$ cat config.mk
export PLATFORM = sky130hd
export DESIGN_NAME = netpbm_pixel_decoder_unit_flat
export DESIGN_NICKNAME = d
export VERILOG_FILES = /design/src/hdl/npd_pkg.sv /design/src/hdl/npd_ifs.sv /design/src/hdl/npd_ctrl.sv /design/src/hdl/npd_datapath.sv /design/src/hdl/netpbm_pixel_decoder_unit.sv /design/src/flat_wrapper.sv
export VERILOG_INCLUDE_DIRS = /design/src /design/src/hdl
export SDC_FILE = /design/constraint.sdc
export NUM_CORES = 1
export LEC_CHECK = 0
export BUFFER_PORTS_ARGS = -buffer_cell sky130_fd_sc_hd__buf_2
export CORE_ASPECT_RATIO = 0.8
export CORE_MARGIN = 1
export CORE_UTILIZATION = 44
export CTS_CLUSTER_SIZE = 10
export DETAILED_ROUTE_END_ITERATION = 12
export GPL_TIMING_DRIVEN = 0
export PLACE_DENSITY_LB_ADDON = 0.1
export SYNTH_ARGS = -nofsm -noshare
export SYNTH_HDL_FRONTEND = slang
export SYNTH_SLANG_ARGS = --single-unit
$ cat constraint.sdc
create_clock -name clock -period 21.9 [get_ports clock]
set_clock_uncertainty 0.2 [all_clocks]
set_input_delay 2.19 -clock clock [delete_from_list [all_inputs] [get_ports clock]]
set_output_delay 2.19 -clock clock [all_outputs]
set_load 0.01 [all_outputs]
$ cat src/hdl/assert_macros.svh
// Assertion helpers shared by the npd modules.
`ifndef ASSERT_MACROS_SVH
`define ASSERT_MACROS_SVH

// same-cycle implication
`define NPD_ASSERT_SAME(label, clk, rst, ante, cons) \
   label: assert property (@(posedge clk) disable iff (rst) (ante) |-> (cons)) \
      else $error("npd assertion failed");

// next-cycle implication
`define NPD_ASSERT_NEXT(label, clk, rst, ante, cons) \
   label: assert property (@(posedge clk) disable iff (rst) (ante) |=> (cons)) \
      else $error("npd assertion failed");

`endif

$ cat src/hdl/npd_pkg.sv
package npd_pkg;

   typedef struct packed {
      logic [7:0] file_byte;
      logic       start_of_file;
      logic       end_of_file;
   } req_word_type;

   typedef struct packed {
      logic [15:0] column;
      logic [15:0] row;
      logic [7:0]  red;
      logic [7:0]  green;
      logic [7:0]  blue;
      logic [2:0]  image_kind;
      logic [15:0] image_width;
      logic [15:0] image_height;
      logic        last_in_run;
      logic        image_complete;
   } rsp_word_type;

   // what the parse of one byte leaves to do
   typedef enum logic [1:0] {
      WORK_NONE,
      WORK_DIRECT,
      WORK_SCALE,
      WORK_RUN
   } work_type;

   typedef struct packed {
      logic capture;
      logic parse;
      logic div_step;
      logic place;
      logic finish;
   } cmd_type;

   typedef struct packed {
      work_type work;
      logic     div_last;
      logic     emitted;
      logic     more;
   } status_type;

endpackage

$ cat src/hdl/npd_ifs.sv
interface npd_req_if;
   logic                  valid;
   logic                  ready;
   npd_pkg::req_word_type word;
   modport source (output valid, output word, input ready);
   modport sink (input valid, input word, output ready);
endinterface

interface npd_rsp_if;
   logic                  valid;
   logic                  ready;
   npd_pkg::rsp_word_type word;
   modport source (output valid, output word, input ready);
   modport sink (input valid, input word, output ready);
endinterface

$ cat src/hdl/npd_ctrl.sv
`include "assert_macros.svh"

module npd_ctrl (
   input  logic                clock,
   input  logic                reset,
   input  logic                req_valid,
   output logic                req_ready,
   output logic                rsp_valid,
   input  logic                rsp_ready,
   input  npd_pkg::status_type st,
   output npd_pkg::cmd_type    cmd
);

   typedef enum logic [2:0] {
      S_WAIT,
      S_PARSE,
      S_DIVIDE,
      S_PLACE,
      S_SEND,
      S_END
   } state_type;

   state_type state_ff;

   always_ff @(posedge clock) begin
      if (reset) begin
         state_ff <= S_WAIT;
      end else begin
         case (state_ff)
            S_WAIT: begin
               if (req_valid) state_ff <= S_PARSE;
            end
            S_PARSE: begin
               case (st.work)
                  npd_pkg::WORK_SCALE:  state_ff <= S_DIVIDE;
                  npd_pkg::WORK_DIRECT: state_ff <= S_PLACE;
                  npd_pkg::WORK_RUN:    state_ff <= S_PLACE;
                  default:              state_ff <= S_END;
               endcase
            end
            S_DIVIDE: begin
               if (st.div_last) state_ff <= S_PLACE;
            end
            S_PLACE: begin
               state_ff <= st.emitted ? S_SEND : S_END;
            end
            S_SEND: begin
               if (rsp_ready) state_ff <= st.more ? S_PLACE : S_END;
            end
            S_END: begin
               state_ff <= S_WAIT;
            end
            default: state_ff <= S_WAIT;
         endcase
      end
   end

   assign req_ready    = (state_ff == S_WAIT);
   assign rsp_valid    = (state_ff == S_SEND);
   assign cmd.capture  = req_ready && req_valid;
   assign cmd.parse    = (state_ff == S_PARSE);
   assign cmd.div_step = (state_ff == S_DIVIDE);
   assign cmd.place    = (state_ff == S_PLACE);
   assign cmd.finish   = (state_ff == S_END);

   `NPD_ASSERT_SAME(a_one_side, clock, reset, req_ready, !rsp_valid)
   `NPD_ASSERT_NEXT(a_accept_parse, clock, reset, req_valid && req_ready, state_ff == S_PARSE)

endmodule

$ cat src/hdl/npd_datapath.sv
`include "assert_macros.svh"

module npd_datapath #(
   parameter int COORD_BITS = 16
) (
   input  logic                  clock,
   input  logic                  reset,
   input  npd_pkg::req_word_type req_word,
   output npd_pkg::rsp_word_type rsp_word,
   input  npd_pkg::cmd_type      cmd,
   output npd_pkg::status_type   st
);

   localparam int CW = COORD_BITS + 1;
   localparam logic [COORD_BITS-1:0] COORD_MAX = '1;
   localparam logic [16:0] COORD_MAX17 = 17'((32'd1 << COORD_BITS) - 32'd1);
   localparam logic [16:0] TOKEN_CAP = 17'h1FFFF;

   localparam logic [7:0] CH_P     = 8'h50;
   localparam logic [7:0] CH_HASH  = 8'h23;
   localparam logic [7:0] CH_SPACE = 8'h20;
   localparam logic [7:0] CH_NL    = 8'h0A;
   localparam logic [7:0] CH_ZERO  = 8'h30;
   localparam logic [7:0] CH_ONE   = 8'h31;
   localparam logic [7:0] CH_SIX   = 8'h36;
   localparam logic [7:0] CH_NINE  = 8'h39;

   localparam logic [2:0] KIND_P1 = 3'd1;
   localparam logic [2:0] KIND_P2 = 3'd2;
   localparam logic [2:0] KIND_P3 = 3'd3;
   localparam logic [2:0] KIND_P4 = 3'd4;
   localparam logic [2:0] KIND_P6 = 3'd6;

   localparam logic [7:0] LEVEL_MAX = 8'd255;

   typedef enum logic [2:0] {
      PH_MAGIC_P,
      PH_MAGIC_DIGIT,
      PH_HEADER,
      PH_DATA,
      PH_IDLE
   } phase_type;

   function automatic logic is_digit(input logic [7:0] c);
      return (c >= CH_ZERO) && (c <= CH_NINE);
   endfunction

   // token*10 + digit, saturating
   function automatic logic [16:0] accum(input logic [16:0] tok, input logic [7:0] c);
      logic [20:0] t;
      t = 21'(tok) * 21'd10 + 21'(c - CH_ZERO);
      return (t > 21'(TOKEN_CAP)) ? TOKEN_CAP : t[16:0];
   endfunction

   // captured byte
   logic [7:0] byte_ff, byte_in;
   logic       sof_ff, sof_in, eof_ff, eof_in;

   // parse state
   phase_type             phase_ff, phase_in;
   logic [2:0]            kind_ff, kind_in;
   logic [COORD_BITS-1:0] width_ff, width_in, height_ff, height_in;
   logic [15:0]           maxval_ff, maxval_in;
   logic [1:0]            left_ff, left_in;
   logic [16:0]           token_ff, token_in;
   logic                  hasdig_ff, hasdig_in;
   logic                  line_ff, line_in;
   logic                  comment_ff, comment_in;
   logic [COORD_BITS-1:0] col_ff, col_in, row_ff, row_in;
   logic [1:0]            chan_ff, chan_in;
   logic [7:0]            red_ff, red_in, green_ff, green_in;
   logic [7:0]            high_ff, high_in;
   logic                  half_ff, half_in;

   // sample and divider
   logic [7:0]  samp_ff, samp_in;
   logic [24:0] rem_ff, rem_in;
   logic [23:0] div_ff, div_in;
   logic [3:0]  step_ff, step_in;
   logic [8:0]  quo_ff, quo_in;
   logic [7:0]  bits_ff, bits_in;
   logic [3:0]  bits_left_ff, bits_left_in;

   npd_pkg::rsp_word_type out_ff, out_in;

   npd_pkg::work_type     work;
   logic                  emit_now, done_now, emit_req, scale_req, delim, ge;
   logic [16:0]           vs;
   logic [1:0]            total, pos;
   logic [7:0]            lvl, er, eg, eb;
   logic [8:0]            quo_next;
   logic [COORD_BITS-1:0] diff;

   always_comb begin
      byte_in = byte_ff;  sof_in = sof_ff;  eof_in = eof_ff;
      phase_in = phase_ff;  kind_in = kind_ff;
      width_in = width_ff;  height_in = height_ff;  maxval_in = maxval_ff;
      left_in = left_ff;  token_in = token_ff;  hasdig_in = hasdig_ff;
      line_in = line_ff;  comment_in = comment_ff;
      col_in = col_ff;  row_in = row_ff;  chan_in = chan_ff;
      red_in = red_ff;  green_in = green_ff;  high_in = high_ff;  half_in = half_ff;
      samp_in = samp_ff;  rem_in = rem_ff;  div_in = div_ff;  step_in = step_ff;
      quo_in = quo_ff;  bits_in = bits_ff;  bits_left_in = bits_left_ff;
      out_in = out_ff;
      work = npd_pkg::WORK_NONE;
      emit_now = 1'b0;  done_now = 1'b0;  emit_req = 1'b0;  scale_req = 1'b0;
      delim = 1'b0;  ge = 1'b0;  vs = '0;  total = '0;  pos = '0;
      lvl = '0;  er = '0;  eg = '0;  eb = '0;  quo_next = '0;  diff = '0;

      if (cmd.capture) begin
         byte_in = req_word.file_byte;
         sof_in  = req_word.start_of_file;
         eof_in  = req_word.end_of_file;
      end

      if (cmd.parse) begin
         if (sof_ff) begin
            phase_in = PH_MAGIC_P;  kind_in = '0;  width_in = '0;  height_in = '0;
            maxval_in = '0;  left_in = '0;  token_in = '0;  hasdig_in = 1'b0;
            line_in = 1'b0;  comment_in = 1'b0;  col_in = '0;  row_in = '0;
            chan_in = '0;  red_in = '0;  green_in = '0;  high_in = '0;  half_in = 1'b0;
         end
         bits_left_in = '0;
         delim = (byte_ff == CH_SPACE) || (byte_ff == CH_NL);
         case (phase_in)
            PH_MAGIC_P: begin
               phase_in = (byte_ff == CH_P) ? PH_MAGIC_DIGIT : PH_IDLE;
            end
            PH_MAGIC_DIGIT: begin
               if (byte_ff >= CH_ONE && byte_ff <= CH_SIX) begin
                  kind_in = byte_ff[2:0];
                  left_in = (kind_in == KIND_P1 || kind_in == KIND_P4) ? 2'd2 : 2'd3;
                  token_in = '0;  hasdig_in = 1'b0;  line_in = 1'b0;  comment_in = 1'b0;
                  phase_in = PH_HEADER;
               end else begin
                  phase_in = PH_IDLE;
               end
            end
            PH_HEADER: begin
               if (comment_in) begin
                  if (byte_ff == CH_NL) begin
                     comment_in = 1'b0;
                     line_in = 1'b1;
                  end
               end else if (byte_ff == CH_HASH && line_in) begin
                  comment_in = 1'b1;
                  line_in = 1'b0;
               end else if (delim) begin
                  if (hasdig_in) begin
                     total = (kind_in == KIND_P1 || kind_in == KIND_P4) ? 2'd2 : 2'd3;
                     pos = total - left_in;
                     if (pos == 2'd0) begin
                        width_in = (token_in > COORD_MAX17) ? COORD_MAX
                                                            : token_in[COORD_BITS-1:0];
                     end else if (pos == 2'd1) begin
                        height_in = (token_in > COORD_MAX17) ? COORD_MAX
                                                             : token_in[COORD_BITS-1:0];
                     end else begin
                        maxval_in = (token_in > 17'hFFFF) ? 16'hFFFF : token_in[15:0];
                     end
                     left_in = left_in - 2'd1;
                     if (left_in == 2'd0) begin
                        phase_in = (width_in == '0 || height_in == '0) ? PH_IDLE : PH_DATA;
                        col_in = '0;  row_in = '0;  chan_in = '0;  half_in = 1'b0;
                     end
                  end
                  token_in = '0;
                  hasdig_in = 1'b0;
                  line_in = (byte_ff == CH_NL);
               end else begin
                  line_in = 1'b0;
                  if (is_digit(byte_ff)) begin
                     token_in = accum(token_in, byte_ff);
                     hasdig_in = 1'b1;
                  end
               end
            end
            PH_DATA: begin
               case (kind_in)
                  KIND_P1: begin
                     if (!delim) begin
                        samp_in = (byte_ff == CH_ONE) ? 8'd0 : LEVEL_MAX;
                        work = npd_pkg::WORK_DIRECT;
                     end
                  end
                  KIND_P2, KIND_P3: begin
                     if (!delim && is_digit(byte_ff)) begin
                        token_in = accum(token_in, byte_ff);
                        hasdig_in = 1'b1;
                     end
                     // a delimiter or the last byte of the file ends the token
                     if (delim || eof_ff) begin
                        if (hasdig_in) begin
                           vs = token_in;
                           scale_req = 1'b1;
                        end
                        token_in = '0;
                        hasdig_in = 1'b0;
                     end
                  end
                  KIND_P4: begin
                     diff = width_in - col_in;
                     bits_left_in = (diff > COORD_BITS'(8)) ? 4'd8 : 4'(diff);
                     bits_in = byte_ff;
                     work = npd_pkg::WORK_RUN;
                  end
                  default: begin
                     if (maxval_in > 16'd255) begin
                        if (!half_in) begin
                           high_in = byte_ff;
                           half_in = 1'b1;
                        end else begin
                           vs = {1'b0, high_in, byte_ff};
                           half_in = 1'b0;
                           scale_req = 1'b1;
                        end
                     end else begin
                        vs = {9'd0, byte_ff};
                        scale_req = 1'b1;
                     end
                  end
               endcase
            end
            default: ;
         endcase
         if (scale_req) begin
            if (maxval_in == '0) begin
               samp_in = (vs != '0) ? LEVEL_MAX : 8'd0;
               work = npd_pkg::WORK_DIRECT;
            end else begin
               rem_in = {vs, 8'd0} - 25'(vs);
               div_in = {maxval_in, 8'd0};
               step_in = 4'd8;
               quo_in = '0;
               work = npd_pkg::WORK_SCALE;
            end
         end
      end

      // restoring division, one quotient bit per cycle; bit 8 flags overflow
      if (cmd.div_step) begin
         ge = (rem_ff >= 25'(div_ff));
         if (ge) rem_in = rem_ff - 25'(div_ff);
         quo_next = {quo_ff[7:0], ge};
         quo_in = quo_next;
         div_in = div_ff >> 1;
         step_in = step_ff - 4'd1;
         if (step_ff == 4'd0) samp_in = quo_next[8] ? LEVEL_MAX : quo_next[7:0];
      end

      if (cmd.place) begin
         lvl = samp_ff;
         if (kind_ff == KIND_P4) begin
            lvl = bits_ff[7] ? 8'd0 : LEVEL_MAX;
            bits_in = bits_ff << 1;
            bits_left_in = bits_left_ff - 4'd1;
         end
         if (kind_ff == KIND_P3 || kind_ff == KIND_P6) begin
            case (chan_ff)
               2'd0: begin
                  red_in = lvl;
                  chan_in = 2'd1;
               end
               2'd1: begin
                  green_in = lvl;
                  chan_in = 2'd2;
               end
               default: begin
                  chan_in = 2'd0;
                  emit_req = 1'b1;
                  er = red_ff;  eg = green_ff;  eb = lvl;
               end
            endcase
         end else begin
            emit_req = 1'b1;
            er = lvl;  eg = lvl;  eb = lvl;
         end
         if (emit_req && phase_ff == PH_DATA) begin
            emit_now = 1'b1;
            done_now = (CW'(col_ff) + 1'b1 == CW'(width_ff)) &&
                       (CW'(row_ff) + 1'b1 == CW'(height_ff));
            out_in.column = 16'(col_ff);
            out_in.row = 16'(row_ff);
            out_in.red = er;
            out_in.green = eg;
            out_in.blue = eb;
            out_in.image_kind = kind_ff;
            out_in.image_width = 16'(width_ff);
            out_in.image_height = 16'(height_ff);
            out_in.image_complete = done_now;
            out_in.last_in_run = !(kind_ff == KIND_P4 && bits_left_in != '0 && !done_now);
            if (CW'(col_ff) + 1'b1 >= CW'(width_ff)) begin
               col_in = '0;
               row_in = row_ff + 1'b1;
            end else begin
               col_in = col_ff + 1'b1;
            end
            if (done_now) phase_in = PH_IDLE;
         end
      end

      if (cmd.finish && eof_ff) begin
         phase_in = PH_MAGIC_P;  kind_in = '0;  width_in = '0;  height_in = '0;
         maxval_in = '0;  left_in = '0;  token_in = '0;  hasdig_in = 1'b0;
         line_in = 1'b0;  comment_in = 1'b0;  col_in = '0;  row_in = '0;
         chan_in = '0;  red_in = '0;  green_in = '0;  high_in = '0;  half_in = 1'b0;
         bits_left_in = '0;
      end
   end

   always_ff @(posedge clock) begin
      if (reset) begin
         phase_ff <= PH_MAGIC_P;  kind_ff <= '0;  width_ff <= '0;  height_ff <= '0;
         maxval_ff <= '0;  left_ff <= '0;  token_ff <= '0;  hasdig_ff <= 1'b0;
         line_ff <= 1'b0;  comment_ff <= 1'b0;  col_ff <= '0;  row_ff <= '0;
         chan_ff <= '0;  red_ff <= '0;  green_ff <= '0;  high_ff <= '0;
         half_ff <= 1'b0;  step_ff <= '0;  bits_left_ff <= '0;
      end else begin
         phase_ff <= phase_in;  kind_ff <= kind_in;  width_ff <= width_in;
         height_ff <= height_in;  maxval_ff <= maxval_in;  left_ff <= left_in;
         token_ff <= token_in;  hasdig_ff <= hasdig_in;  line_ff <= line_in;
         comment_ff <= comment_in;  col_ff <= col_in;  row_ff <= row_in;
         chan_ff <= chan_in;  red_ff <= red_in;  green_ff <= green_in;
         high_ff <= high_in;  half_ff <= half_in;  step_ff <= step_in;
         bits_left_ff <= bits_left_in;
      end
   end

   always_ff @(posedge clock) begin
      byte_ff <= byte_in;  sof_ff <= sof_in;  eof_ff <= eof_in;
      samp_ff <= samp_in;  rem_ff <= rem_in;  div_ff <= div_in;
      quo_ff <= quo_in;  bits_ff <= bits_in;  out_ff <= out_in;
   end

   assign rsp_word    = out_ff;
   assign st.work     = work;
   assign st.div_last = (step_ff == 4'd0);
   assign st.emitted  = emit_now;
   assign st.more     = (kind_ff == KIND_P4) && (bits_left_ff != '0) && (phase_ff == PH_DATA);

   `NPD_ASSERT_NEXT(a_done_idle, clock, reset, emit_now && done_now, phase_ff == PH_IDLE)
   `NPD_ASSERT_SAME(a_run_kind, clock, reset, bits_left_ff != 4'd0, kind_ff == KIND_P4)

endmodule

$ cat src/hdl/netpbm_pixel_decoder_unit.sv
// Netpbm (P1..P6) decoder: takes a file one byte per req word and returns one
// RGB pixel per rsp word, with its column, row, the magic digit and the header
// width/height. start_of_file restarts the parse; end_of_file ends a pending
// ASCII sample and returns the parser to waiting for a magic. Bad magic yields
// no pixels; bytes after the last pixel are dropped. Samples scale to
// floor(v*255/maxval), saturating at 255. One byte is taken at a time: each
// byte is parsed; a sample is then scaled if needed by the bit-serial quotient
// unit (one quotient bit per cycle) and placed, and each pixel waits for rsp
// ready before the next. A P4 byte gives up to eight pixels. COORD_BITS sets the
// internal size of the position counters and of width/height, which saturate
// at 2^COORD_BITS-1; the port fields stay 16 bits.
module netpbm_pixel_decoder_unit #(
   parameter int COORD_BITS = 16
) (
   input logic     clock,
   input logic     reset,
   npd_req_if.sink   req_ch,
   npd_rsp_if.source rsp_ch
);

   npd_pkg::cmd_type    cmd;
   npd_pkg::status_type st;

   // sequencer: one byte in flight, result held until taken
   npd_ctrl u_ctrl (
      .clock     (clock),
      .reset     (reset),
      .req_valid (req_ch.valid),
      .req_ready (req_ch.ready),
      .rsp_valid (rsp_ch.valid),
      .rsp_ready (rsp_ch.ready),
      .st        (st),
      .cmd       (cmd)
   );

   // header parser, sample decode, scaler and pixel register
   npd_datapath #(
      .COORD_BITS (COORD_BITS)
   ) u_datapath (
      .clock    (clock),
      .reset    (reset),
      .req_word (req_ch.word),
      .rsp_word (rsp_ch.word),
      .cmd      (cmd),
      .st       (st)
   );

endmodule
$ cat src/flat_wrapper.sv
// flat-port wrapper written by rule: the top's interface ports become plain ports
module netpbm_pixel_decoder_unit_flat 
#(
   parameter int COORD_BITS = 16
)
  (clock, reset, req_ch_valid, req_ch_word, req_ch_ready, rsp_ch_valid, rsp_ch_word, rsp_ch_ready);
  npd_req_if req_ch_i ();
  npd_rsp_if rsp_ch_i ();
  input logic clock;
  input logic reset;
  input wire logic [$bits(req_ch_i.valid)-1:0] req_ch_valid;
  input wire logic [$bits(req_ch_i.word)-1:0] req_ch_word;
  output wire logic [$bits(req_ch_i.ready)-1:0] req_ch_ready;
  output wire logic [$bits(rsp_ch_i.valid)-1:0] rsp_ch_valid;
  output wire logic [$bits(rsp_ch_i.word)-1:0] rsp_ch_word;
  input wire logic [$bits(rsp_ch_i.ready)-1:0] rsp_ch_ready;
  assign req_ch_i.valid = req_ch_valid;
  assign req_ch_i.word = req_ch_word;
  assign req_ch_ready = req_ch_i.ready;
  assign rsp_ch_valid = rsp_ch_i.valid;
  assign rsp_ch_word = rsp_ch_i.word;
  assign rsp_ch_i.ready = rsp_ch_ready;
  netpbm_pixel_decoder_unit #(.COORD_BITS(COORD_BITS)) u_core (.clock(clock), .reset(reset), .req_ch(req_ch_i), .rsp_ch(rsp_ch_i));
endmodule
# Word-level counts from Yosys, hierarchy flattened
# Cells that the tools add are included.
[word_totals] output_inout_bits=95 elab_cells=392 in_bits=14 reg_bits=322
[op_classes] mul=1 add_sub_neg=13 reduce_logical=45 n_lt_le_gt_ge=10 bitwise_logic=1 muxes=249 n_eq_ne=34
[op_table] operator="two-way mux 16 bit" count=63
[op_table] operator="two-way mux 8 bit" count=43
[op_table] operator="two-way mux 17 bit" count=16
[op_table] operator="two-way mux 25 bit" count=5
[op_table] operator="two-way mux 23 bit" count=4
[op_table] operator="two-way mux 3 bit" count=22
[op_table] operator="two-way mux 1 bit" count=51
[op_table] operator="case mux 17 bit (3 select lines)" count=1
[op_table] operator="logical NOT 16 bit" count=3
[op_table] operator="two-way mux 4 bit" count=11
[op_table] operator="two-way mux 2 bit" count=21
[op_table] operator="adder 16 x 1 -> 17 bit, second input constant" count=2
[op_table] operator="== test 17 x 16 -> 1 bit" count=2
[op_table] operator="case mux 17 bit (2 select lines)" count=1
[op_table] operator="adder 16 x 1 -> 16 bit, second input constant" count=2
[op_table] operator="greater-or-equal comparator 25 x 24 -> 1 bit" count=1
[op_table] operator="subtractor 25 x 17 -> 25 bit" count=1
[op_table] operator="subtractor 25 x 24 -> 25 bit" count=1
[op_table] operator="== test 3 x 2 -> 1 bit, second input constant" count=8
[op_table] operator="== test 8 x 6 -> 1 bit, second input constant" count=3
[op_table] operator="adder 21 bit" count=1
[op_table] operator="> comparator 21 x 17 -> 1 bit, second input constant" count=1
[op_table] operator="multiplier 17 x 3 -> 20 bit, second input constant" count=1
[op_table] operator="== test 3 bit, second input constant" count=6
[op_table] operator="38 further kinds" count=83

# Longest topological paths before layout
# Gate-level depths: netlist (run 1).
[depth] depth_word=28 mapped_depth=46 mapped_depth_nobuf=40

# By module
# A second synthesis (run 1) with hierarchy kept.
[hier_totals] cells_unflattened=2501 hier_area_um2=20897.5
[by_module_without_submodules] module="npd_datapath" cells_each=2467 seq_area_each_um2=7727.4 area_per_inst_um2=20641.0 n_inst=1
[by_module_without_submodules] module="npd_ctrl" cells_each=34 seq_area_each_um2=60.1 area_per_inst_um2=256.5 n_inst=1

# Least setup slack after synthesis (run 1)
# No wires, ideal clock.
[synth_path] path_type="reg-to-reg" start="register u_core.u_datapath.sof_ff" end="register u_core.u_datapath.rem_ff[22]" required_ns=21.576 stages_incl_launch_ff=46 n_path_buf=9 setup_slack_ns=12.476 t_arrival_ns=9.100 setup_ns=0.124 synth_period_minus_slack_ns=9.424 cell_sequence="edfxtp_1 -> clkbuf_1 -> clkbuf_1 -> buf_1 -> buf_1 -> clkbuf_1 -> clkbuf_1 -> clkbuf_1 -> buf_1 -> nor2_1 -> ha_1 -> a21o_1 -> a21oi_1 -> o21bai_1 -> a21oi_1 -> o21bai_1 -> a21oi_1 -> o21bai_1 -> [10 not listed] -> a311o_1 -> a32oi_2 -> nand3_4 -> buf_6 -> nor2_1 -> nand2_1 -> o31ai_1 -> inv_1 -> ha_1 -> o21a_1 -> o21a_1 -> nand2_1 -> o21ai_2 -> a222oi_1 -> a21o_1 -> nand4_1 -> xnor2_1 -> o22ai_1"
[synth_via] elab_chain_cells=21 elab_cells_between_ends=74 classes_between="add/sub: 3; mul: 1; order compare: 3; eq/ne: 7; mux: 54; reduce/logical: 6"
[synth_rtl] element="from (decl)" line="npd_datapath.sv:57" rtl="logic sof_ff, sof_in, eof_ff, eof_in;"
[synth_rtl] element="from (signal assigned)" line="npd_datapath.sv:330" rtl="byte_ff <= byte_in; sof_ff <= sof_in; eof_ff <= eof_in;"
[synth_rtl] element="branches (longest 17 deep; another with adder 21 bit)"
[synth_rtl] element="two-way mux 25 bit *" line="npd_datapath.sv:226" rtl="if (scale_req) begin"
[synth_rtl] element="two-way mux 25 bit *" line="npd_datapath.sv:116" rtl="if (cmd.parse) begin"
[synth_rtl] element="two-way mux 25 bit" line="npd_datapath.sv:243" rtl="if (ge) rem_in = rem_ff - 25'(div_ff);"
[synth_rtl] element="two-way mux 25 bit *" line="npd_datapath.sv:241" rtl="if (cmd.div_step) begin"
[synth_rtl] element="named net u_core.u_datapath.rem_in[22]" line="npd_datapath.sv:77" rtl="logic [24:0] rem_ff, rem_in;"
[synth_rtl] element="to (signal assigned)" line="npd_datapath.sv:331" rtl="samp_ff <= samp_in; rem_ff <= rem_in; div_ff <= div_in;"
[synth_rtl] element="to (decl)" line="npd_datapath.sv:77"
# Mark *: on every way through the listed nets, which the timed path passes. The select of a mux whose other input is x is not followed.
# A chain may end at the register's enable or synchronous reset.

# Final worst setup path (run 1)
# Ends and elaborated chain as after synthesis.

==> results of run 1 <==
flip-flops by register name, indices dropped and copies added (netlist names), 3 cells and up:
name                            flops
u_core.u_datapath.green_ff          8
u_core.u_datapath.width_ff         16
u_core.u_datapath.kind_ff           3
u_core.u_datapath.step_ff           4
u_core.u_datapath.quo_ff            8
u_core.u_datapath.high_ff           8
u_core.u_datapath.maxval_ff        16
u_core.u_datapath.height_ff        16
u_core.u_datapath.byte_ff           8
u_core.u_datapath.col_ff           16
u_core.u_datapath.row_ff           16
u_core.u_datapath.rem_ff           25
u_core.u_datapath.div_ff           24
u_core.u_datapath.bits_ff           8
u_core.u_ctrl.state_ff              3
u_core.u_datapath.samp_ff           8
u_core.u_datapath.token_ff         17
u_core.u_datapath.red_ff            8
u_core.u_datapath.bits_left_ff      4
u_core.u_datapath.phase_ff          3
u_core.u_datapath.rsp_word         93
cell families (layout without fill, tap and decap cells):
family | Yosys count | count (layout) | synth area share
simple gates | 950 | 950 | 0.211
fa+ha+maj | 122 | 122 | 0.0749
flops | 322 | 322 | 0.377
other cells | 0 | 1 | 0
compound gates | 741 | 741 | 0.229
mux | 15 | 15 | 0.00744
buf+inv | 248 | 431 | 0.0460
xor+xnor | 128 | 128 | 0.0549
cell type report:
class	count	area, µm²
antenna	1	2.50
buffer	136	536
clock buffer	65	1080
clock inverter	6	124
fill	4520	22800
inverter	112	420
multi-input combinational	1956	12000
sequential	322	7790
tap	612	766
timing repair buffer	112	621
cell usage in the layout, fill, tap and decap left out, types with 37 or more instances in the layout:
cell	Yosys	layout
a21oi_1	193	193
a22oi_1	83	83
a31oi_1	37	37
buf_2	11	118
clkbuf_1	112	136
clkbuf_16	0	39
dfxtp_1	188	188
edfxtp_1	134	134
ha_1	118	118
inv_1	111	111
nand2_1	268	268
nand3_1	55	55
nor2_1	355	355
nor3_1	52	51
o21ai_0	186	186
xnor2_1	85	85
xor2_1	41	41
power groups by stage:
stage	Clock [mW]	Sequential (mW)	Combinational, mW
2_1_floorplan	0	0.638	0.0555
3_3_place_gp	0	0.640	0.0882
3_5_place_dp	0	0.640	0.0891
4_1_cts	0.637	0.627	0.0895
5_1_grt	0.658	0.627	0.0987
6_report	0.624	0.627	0.0930
layer usage:
metal | vias to the layer above | track usage | part of all wire
met5 | - | 0 | 0
met4 | 0 | 0.0884 | 0.027
met3 | 135 | 0.0482 | 0.086
met2 | 899 | 0.440 | 0.42
met1 | 9508 | 0.433 | 0.46
li1 | 9406 | - | -
worst max path at each step:
| stage | from | end | slack (ns) | cells after the start |
|---|---|---|---|---|
| after global routing | u_core.u_datapath.sof_ff | u_core.u_datapath.rem_ff[22] | 7.87 | 42 |
| final | u_core.u_datapath.sof_ff | u_core.u_datapath.rem_ff[22] | 8.48 | 43 |
| after detailed placement | u_core.u_datapath.sof_ff | u_core.u_datapath.rem_ff[22] | 8.94 | 42 |
| after CTS | u_core.u_datapath.sof_ff | u_core.u_datapath.rem_ff[22] | 8.87 | 42 |
| after global placement | u_core.u_datapath.sof_ff | u_core.u_datapath.rem_ff[22] | 9.07 | 42 |
| after floorplan | u_core.u_datapath.sof_ff | u_core.u_datapath.rem_ff[22] | 12.48 | 45 |
through the flow:
step	hold slack [ns]	util	setup slack, ns	std cells	instance area, µm²
floorplan	0.206	-	12.48	2526	20700
global route	0.229	0.505	7.87	3321	23300
detailed placement	0.214	0.479	8.94	3249	22100
finish	0.227	0.506	8.48	3322	23300
global placement	0.214	0.477	9.07	3245	22000
CTS	0.227	0.505	8.87	3320	23300
==> metrics.yaml, run 1 <==
end_kind: "flop"
grt_antenna_before_repair: 0
hold_path.class: "flop to flop"
comb_power_share: 0.069
grt_max_degree: 72
worst_path_max_delay_cell: "buf_1"
clkSinkCount: 322
dp_hpwl_um: 54900
port_buffers: 107
swShare: 0.257
num_rows: 70
slew_violations: 0
track_usage: 0.295
r2r-end: "u_core.u_datapath.rem_ff[22]"
synth_area_leader_cell: "edfxtp_1"
p_int_mw: 0.999
cts_hold_buf: 0
ys.flop_type: "dfxtp_1"
pin_count: 109
cts_root_buf: "clkbuf_16"
yosysMostFrequentCell: "nor2_1"
die_w_um: 244
hold_end: "u_core.u_datapath.rsp_word[63]"
wl_um: 71500
p_clk_frac: 0.464
timing.setup.tns_ns: 0
viasPerCell: 6.00
route.detailed.drc: 0
finalCriticalPeriod_ns: 13.42
grt_pass1_vias: 18600
cp_top_family: "compound AO/OA/AOI/OAI gates"
async_flop_share: 0
h-tree-depth: 2
max-vdd-ir-drop_uv: 51.2
max_cap_violations: 0
hold_start: "u_core.u_datapath.row_ff[2]"
p_leak_nw: 8.82
syn_nets: 2661
yosysTopAreaCellShare: 0.195
first_pass_iters: 6
min_path_cells: 0
synth_common_cells: "nor2_1, nand2_1, a21oi_1"
ant_nets: 0
cts_resized: 0
netlist-cell-type-count: 93
seqPwrFrac: 0.467
dieArea_um2: 47900
avgSynthCellArea_um2: 8.19
clkLatencyLatePin_ns: 0.58
cpPeakStageDelay_ns: 0.75
max_slew_margin: 0.111
drive_gt1_frac: 0.0819
synth_area_leaders: "edfxtp_1, dfxtp_1, ha_1"
outcome: "finished, final reports clean"
initial_core_util: 0.449
tightest_slew_ns: 1.32
cts_tree: "yes"
nNetsFinal: 2814
grt-ovfl-total: 0
place.gp.congestion: 1.02
wire_per_inst_um: 21.5
cp_max_fo: 10
timing.rr.start: "u_core.u_datapath.sof_ff"
syn2layout_area_growth_pct: 12.6
cts.reportedPaths.clkPinSlew_ns: 0.06
final_hold_viol_count: 0
die_h_um: 196
fmax_mhz: 74.5
rsz0062_at_grt: "no"
critical_path_class: "flop to flop"
p_per_area_nw_per_um2: 57.7
syn_inst: 2526
cts_buffer_depth: 3
worstPathBufferInverterCount: 9
yosysSeqAreaShare: 0.377
drt_iter0_drc: 2190
coreArea_um2: 46100
cts_setup_buffers: 0
fin_crit_sh: 0.613
cts_buffers: 39
setup_viol: 0
grt_pass1_wl_um: 109000
total_power_mw: 1.34
num_vias: 19900
critPathArrivalTime_ns: 13.67
reg2reg_slack_ns: 8.48
yosys_register_bits: 322
r2r_cells: 43
startpoint_type: "flop"
worst_ep_required_time_ns: 22.15
power.switching_mw: 0.345
yosysWarnings: 0
synth_edf_count: 134
syn_area_um2: 20700
No activity file was read; power rests on OpenSTA's default activity.
==> run 2: changes to the inputs <==
==> constraint.sdc (replaced) <==
create_clock -name clock -period 11.6 [get_ports clock]
set_clock_uncertainty 0.2 [all_clocks]
set_input_delay 1.16 -clock clock [delete_from_list [all_inputs] [get_ports clock]]
set_output_delay 1.16 -clock clock [all_outputs]
set_load 0.01 [all_outputs]
==> metrics.yaml, run 2 (same netlist as run 1, synthesis figures left out) <==
clkSinkCount: 322
wl_met1_um: 33600
path_common_cell: "a21oi_1"
stdcell_count: 3318
wl_met2_um: 30600
track_usage: 0.295
die_h_um: 196
outcome: "finished, final reports clean"
cp_max_fo: 19
worst_path_max_delay_cell: "edfxtp_1"
cts_setup_buffers: 0
clkLatencyLatePin_ns: 0.58
grt-ovfl-total: 0
fin_crit_sh: 0.931
grt_max_degree: 72
dieArea_um2: 47900
cts_hold_buf: 0
finalCriticalPeriod_ns: 10.80
grt_pass1_wl_um: 110000
final_hold_viol_count: 0
die_w_um: 244
max_cap_violations: 0
max_slew_margin: 0.0919
tightest_slew_ns: 1.35
setup_viol: 0
cts_tree: "yes"
first_pass_iters: 6
rsz0062_at_grt: "no"
dpl_cell_area_um2: 22100
initial_core_util: 0.449
coreArea_um2: 46100
cts_root_buf: "clkbuf_16"
startpoint_type: "flop"
wire_per_inst_um: 21.6
drive_gt1_frac: 0.0854
route.detailed.drc: 0
grt_antenna_before_repair: 0
place.gp.congestion: 1.02
critical_path_class: "flop to flop"
p_per_area_nw_per_um2: 109
dp_hpwl_um: 54900
hold_path.class: "flop to flop"
final_cell_mix: "nor2_1, nand2_1, a21oi_1"
critPathArrivalTime_ns: 11.05
p_leak_nw: 8.83
largest_register_ffs: 93
design_area_um2: 23300
port_buffers: 107
pin_count: 109
max-vdd-ir-drop_uv: 96.6
viasPerCell: 6.00
num_rows: 70
nNetsFinal: 2811
end_kind: "flop"
h-tree-depth: 2
num_vias: 19900
top_layer: "met4"
cts_buffer_depth: 3
placed_cells: 3249
cts_buffers: 39
cts.reportedPaths.clkPinSlew_ns: 0.06
ant_nets: 0
drt_iter0_drc: 2186
met3RoutedLength_um: 5590
slew_violations: 0
grt_pass1_vias: 18600
mostFrequentLayoutCell: "nor2_1"
cpPeakStageDelay_ns: 0.55
fmax_mhz: 92.6
syn2layout_area_growth_pct: 12.7
antenna_cells: 0
wl_um: 71500
worst_ep_required_time_ns: 11.85
-- run 2: cell count changes in the layout (fill, tap and decap cells not counted), moves of 2 or more --
cell      delta
o31ai_1      -2
clkbuf_1     -5
buf_2        +3
clkbuf_4     +2
o31ai_2      +2
buf_1        -3
-- run 2: worst max-delay path, delay by kind of cell, from the launching register on --
family / cells / cell delay, ns
flops: 1 / 0.55
fa+ha+maj: 3 / 0.99
compound gates: 21 / 4.75
simple gates: 9 / 1.64
buf+inv: 6 / 2.19
xor+xnor: 1 / 0.32
-- run 2: layout make-up --
type | instances | area, µm²
clock buffer | 65 | 1080
inverter | 112 | 420
clock inverter | 6 | 124
fill | 4525 | 22800
sequential | 322 | 7790
multi-input combinational | 1956 | 12000
buffer | 133 | 536
timing repair buffer | 112 | 621
tap | 612 | 766
-- run 2: through the flow --
step                hold slack, ns  setup TNS, ns  worst slack (ns)  total power [mW]  utilization
finish                       0.227              0             0.802              2.54        0.506
CTS                          0.227              0             0.122              2.56        0.505
detailed placement           0.214         -22.70             -1.36              1.38        0.479
global route                 0.229              0             0.174              2.61        0.506
global placement             0.214         -18.97             -1.23              1.37        0.477
floorplan                    0.206              0              2.18              1.31            -
-- run 2: layer usage --
metal,track usage,vias up
met5,0,-
met4,0.0877,0
met3,0.0494,116
met2,0.440,828
met1,0.434,9554
li1,-,9413
-- run 2: power breakdown --
| part | internal [mW] | switching (mW) |
|---|---|---|
| clock | 0.669 | 0.509 |
| combinational | 0.0405 | 0.136 |
| sequential | 1.18 | 0.00696 |
-- run 2: repair_timing --
action	CTS	global route
cloned	0	0
gates resized for setup	7	7
endpoints found under the setup margin	26	25
-- run 2: path summary, 6_finish.rpt --
check / start / to / slack [ns] / cells past startpoint
max: u_core.u_datapath.sof_ff / u_core.u_datapath.rem_ff[22] / 0.80 / 40
min: u_core.u_datapath.row_ff[2] / u_core.u_datapath.rsp_word[63] / 0.23 / 0
max reg2reg: u_core.u_datapath.sof_ff / u_core.u_datapath.rem_ff[22] / 0.80 / 40
min reg2reg: u_core.u_datapath.row_ff[2] / u_core.u_datapath.rsp_word[63] / 0.23 / 0
==> run 3: changes to the inputs <==
--- a/config.mk
+++ b/config.mk
@@ -14,6 +14,7 @@
 export DETAILED_ROUTE_END_ITERATION = 12
 export GPL_TIMING_DRIVEN = 0
 export PLACE_DENSITY_LB_ADDON = 0.1
+export RECOVER_POWER = 25
 export SYNTH_ARGS = -nofsm -noshare
 export SYNTH_HDL_FRONTEND = slang
 export SYNTH_SLANG_ARGS = --single-unit
==> constraint.sdc (replaced) <==
create_clock -name clock -period 11.58 [get_ports clock]
set_clock_uncertainty 0.2 [all_clocks]
set_input_delay 1.158 -clock clock [delete_from_list [all_inputs] [get_ports clock]]
set_output_delay 1.158 -clock clock [all_outputs]
set_load 0.01 [all_outputs]
==> metrics.yaml, run 3 (same netlist as run 1, synthesis figures left out) <==
outcome: "finished, final reports clean"
cts_buffer_depth: 3
max_slew_margin: 0.131
grt_pass1_wl_um: 110000
critPathArrivalTime_ns: 11.09
mostFrequentLayoutCell: "nor2_1"
place.gp.congestion: 1.02
coreArea_um2: 46100
cts_root_buf: "clkbuf_16"
largest_register_ffs: 93
clkSinkCount: 322
ant_nets: 0
path_common_cell: "a21oi_1"
nNetsFinal: 2811
utilization: 0.505
rsz0062_at_grt: "no"
fillerInstances: 4537
drive_gt1_frac: 0.0687
max-vdd-ir-drop_uv: 96.9
drt_iter0_drc: 2096
critical_path_class: "flop to flop"
first_pass_iters: 6
wl_um: 71600
route.detailed.drc: 0
die_w_um: 244
track_usage: 0.295
worst_ep_required_time_ns: 11.83
clkLatencyLatePin_ns: 0.58
grt-ovfl-total: 0
fin_ws_ns: 0.742
dp_hpwl_um: 54900
cts_buffers: 39
cts_hold_buf: 0
pin_count: 109
p_leak_nw: 8.73
final_hold_viol_count: 0
h-tree-depth: 2
cpPeakStageDelay_ns: 0.54
worst_path_max_delay_cell: "edfxtp_1"
cp_top_family: "compound AO/OA/AOI/OAI gates"
startpoint_type: "flop"
fin_crit_sh: 0.936
fmax_mhz: 92.3
wire_per_inst_um: 21.6
tightest_slew_ns: 1.29
num_vias: 19900
worstPathBufferInverterCount: 6
cp_max_fo: 19
stdcell_count: 3318
grt_antenna_before_repair: 0
syn2layout_area_growth_pct: 12.5
viasPerCell: 6.01
num_rows: 70
end_kind: "flop"
cts.reportedPaths.clkPinSlew_ns: 0.06
placed_cells: 3249
place_ws_ns: -1.38
p_per_area_nw_per_um2: 109
initial_core_util: 0.449
antenna_cells: 0
cts_tree: "yes"
finalCriticalPeriod_ns: 10.84
grt_max_degree: 72
setup_viol: 0
max_cap_violations: 0
final_cell_mix: "nor2_1, nand2_1, a21oi_1"
slew_violations: 0
grt_pass1_vias: 18600
port_buffers: 107
hold_path.class: "flop to flop"
die_h_um: 196
hold_slack_ns: 0.226
dieArea_um2: 47900
[run 3: cell count changes in the layout (fill, tap and decap cells not counted), sizes merged]
cell    previous run  this run
clkbuf           174       219
buf              135        90
[run 3: stage by stage]
stage | cell area, µm² | power (mW) | TNS (ns)
floorplan | 20700 | 1.31 | 0
global placement | 22000 | 1.38 | -19.49
detailed placement | 22100 | 1.38 | -23.22
CTS | 23300 | 2.56 | 0
global route | 23300 | 2.62 | 0
finish | 23300 | 2.54 | 0
[run 3: power breakdown]
group / leakage, nW / switching [mW] / internal, mW
logic: 5.51 / 0.136 / 0.0404
registers: 2.65 / 0.00673 / 1.18
clock network: 0.572 / 0.511 / 0.670
total: 8.73 / 0.653 / 1.89
[run 3: path summary, 6_finish.rpt]
path / startpoint / endpoint / slack, ns / cells past startpoint
max: u_core.u_datapath.sof_ff / u_core.u_datapath.rem_ff[22] / 0.74 / 40
min: u_core.u_datapath.row_ff[2] / u_core.u_datapath.rsp_word[63] / 0.23 / 0
max reg2reg: u_core.u_datapath.sof_ff / u_core.u_datapath.rem_ff[22] / 0.74 / 40
min reg2reg: u_core.u_datapath.row_ff[2] / u_core.u_datapath.rsp_word[63] / 0.23 / 0
[run 3: layout make-up]
| type | count | area [µm²] | area share |
|---|---|---|---|
| flip-flops and latches | 322 | 7790 | 0.335 |
| clock inverters | 6 | 124 | 0.00533 |
| multi-input cells | 1956 | 12000 | 0.515 |
| well taps | 612 | 766 | 0.0329 |
| inverters | 112 | 420 | 0.0181 |
| clock buffers | 65 | 1080 | 0.0466 |
| repair buffers | 112 | 564 | 0.0243 |
| plain buffers | 133 | 536 | 0.0230 |
[run 3: routing by layer]
| layer | global-route usage | wire [µm] | vias to the layer above |
|---|---|---|---|
| met3 | 0.0494 | 6040 | 110 |
| met2 | 0.440 | 30500 | 857 |
| li1 | - | - | 9417 |
| met4 | 0.0877 | 1690 | 0 |
| met1 | 0.434 | 33400 | 9541 |
| met5 | 0 | 0 | - |
[run 3: what timing repair did]
action,in CTS,in global routing
setup buffers,0,0
pin swaps,0,0
resized for setup,7,7
setup endpoints to repair,26,25
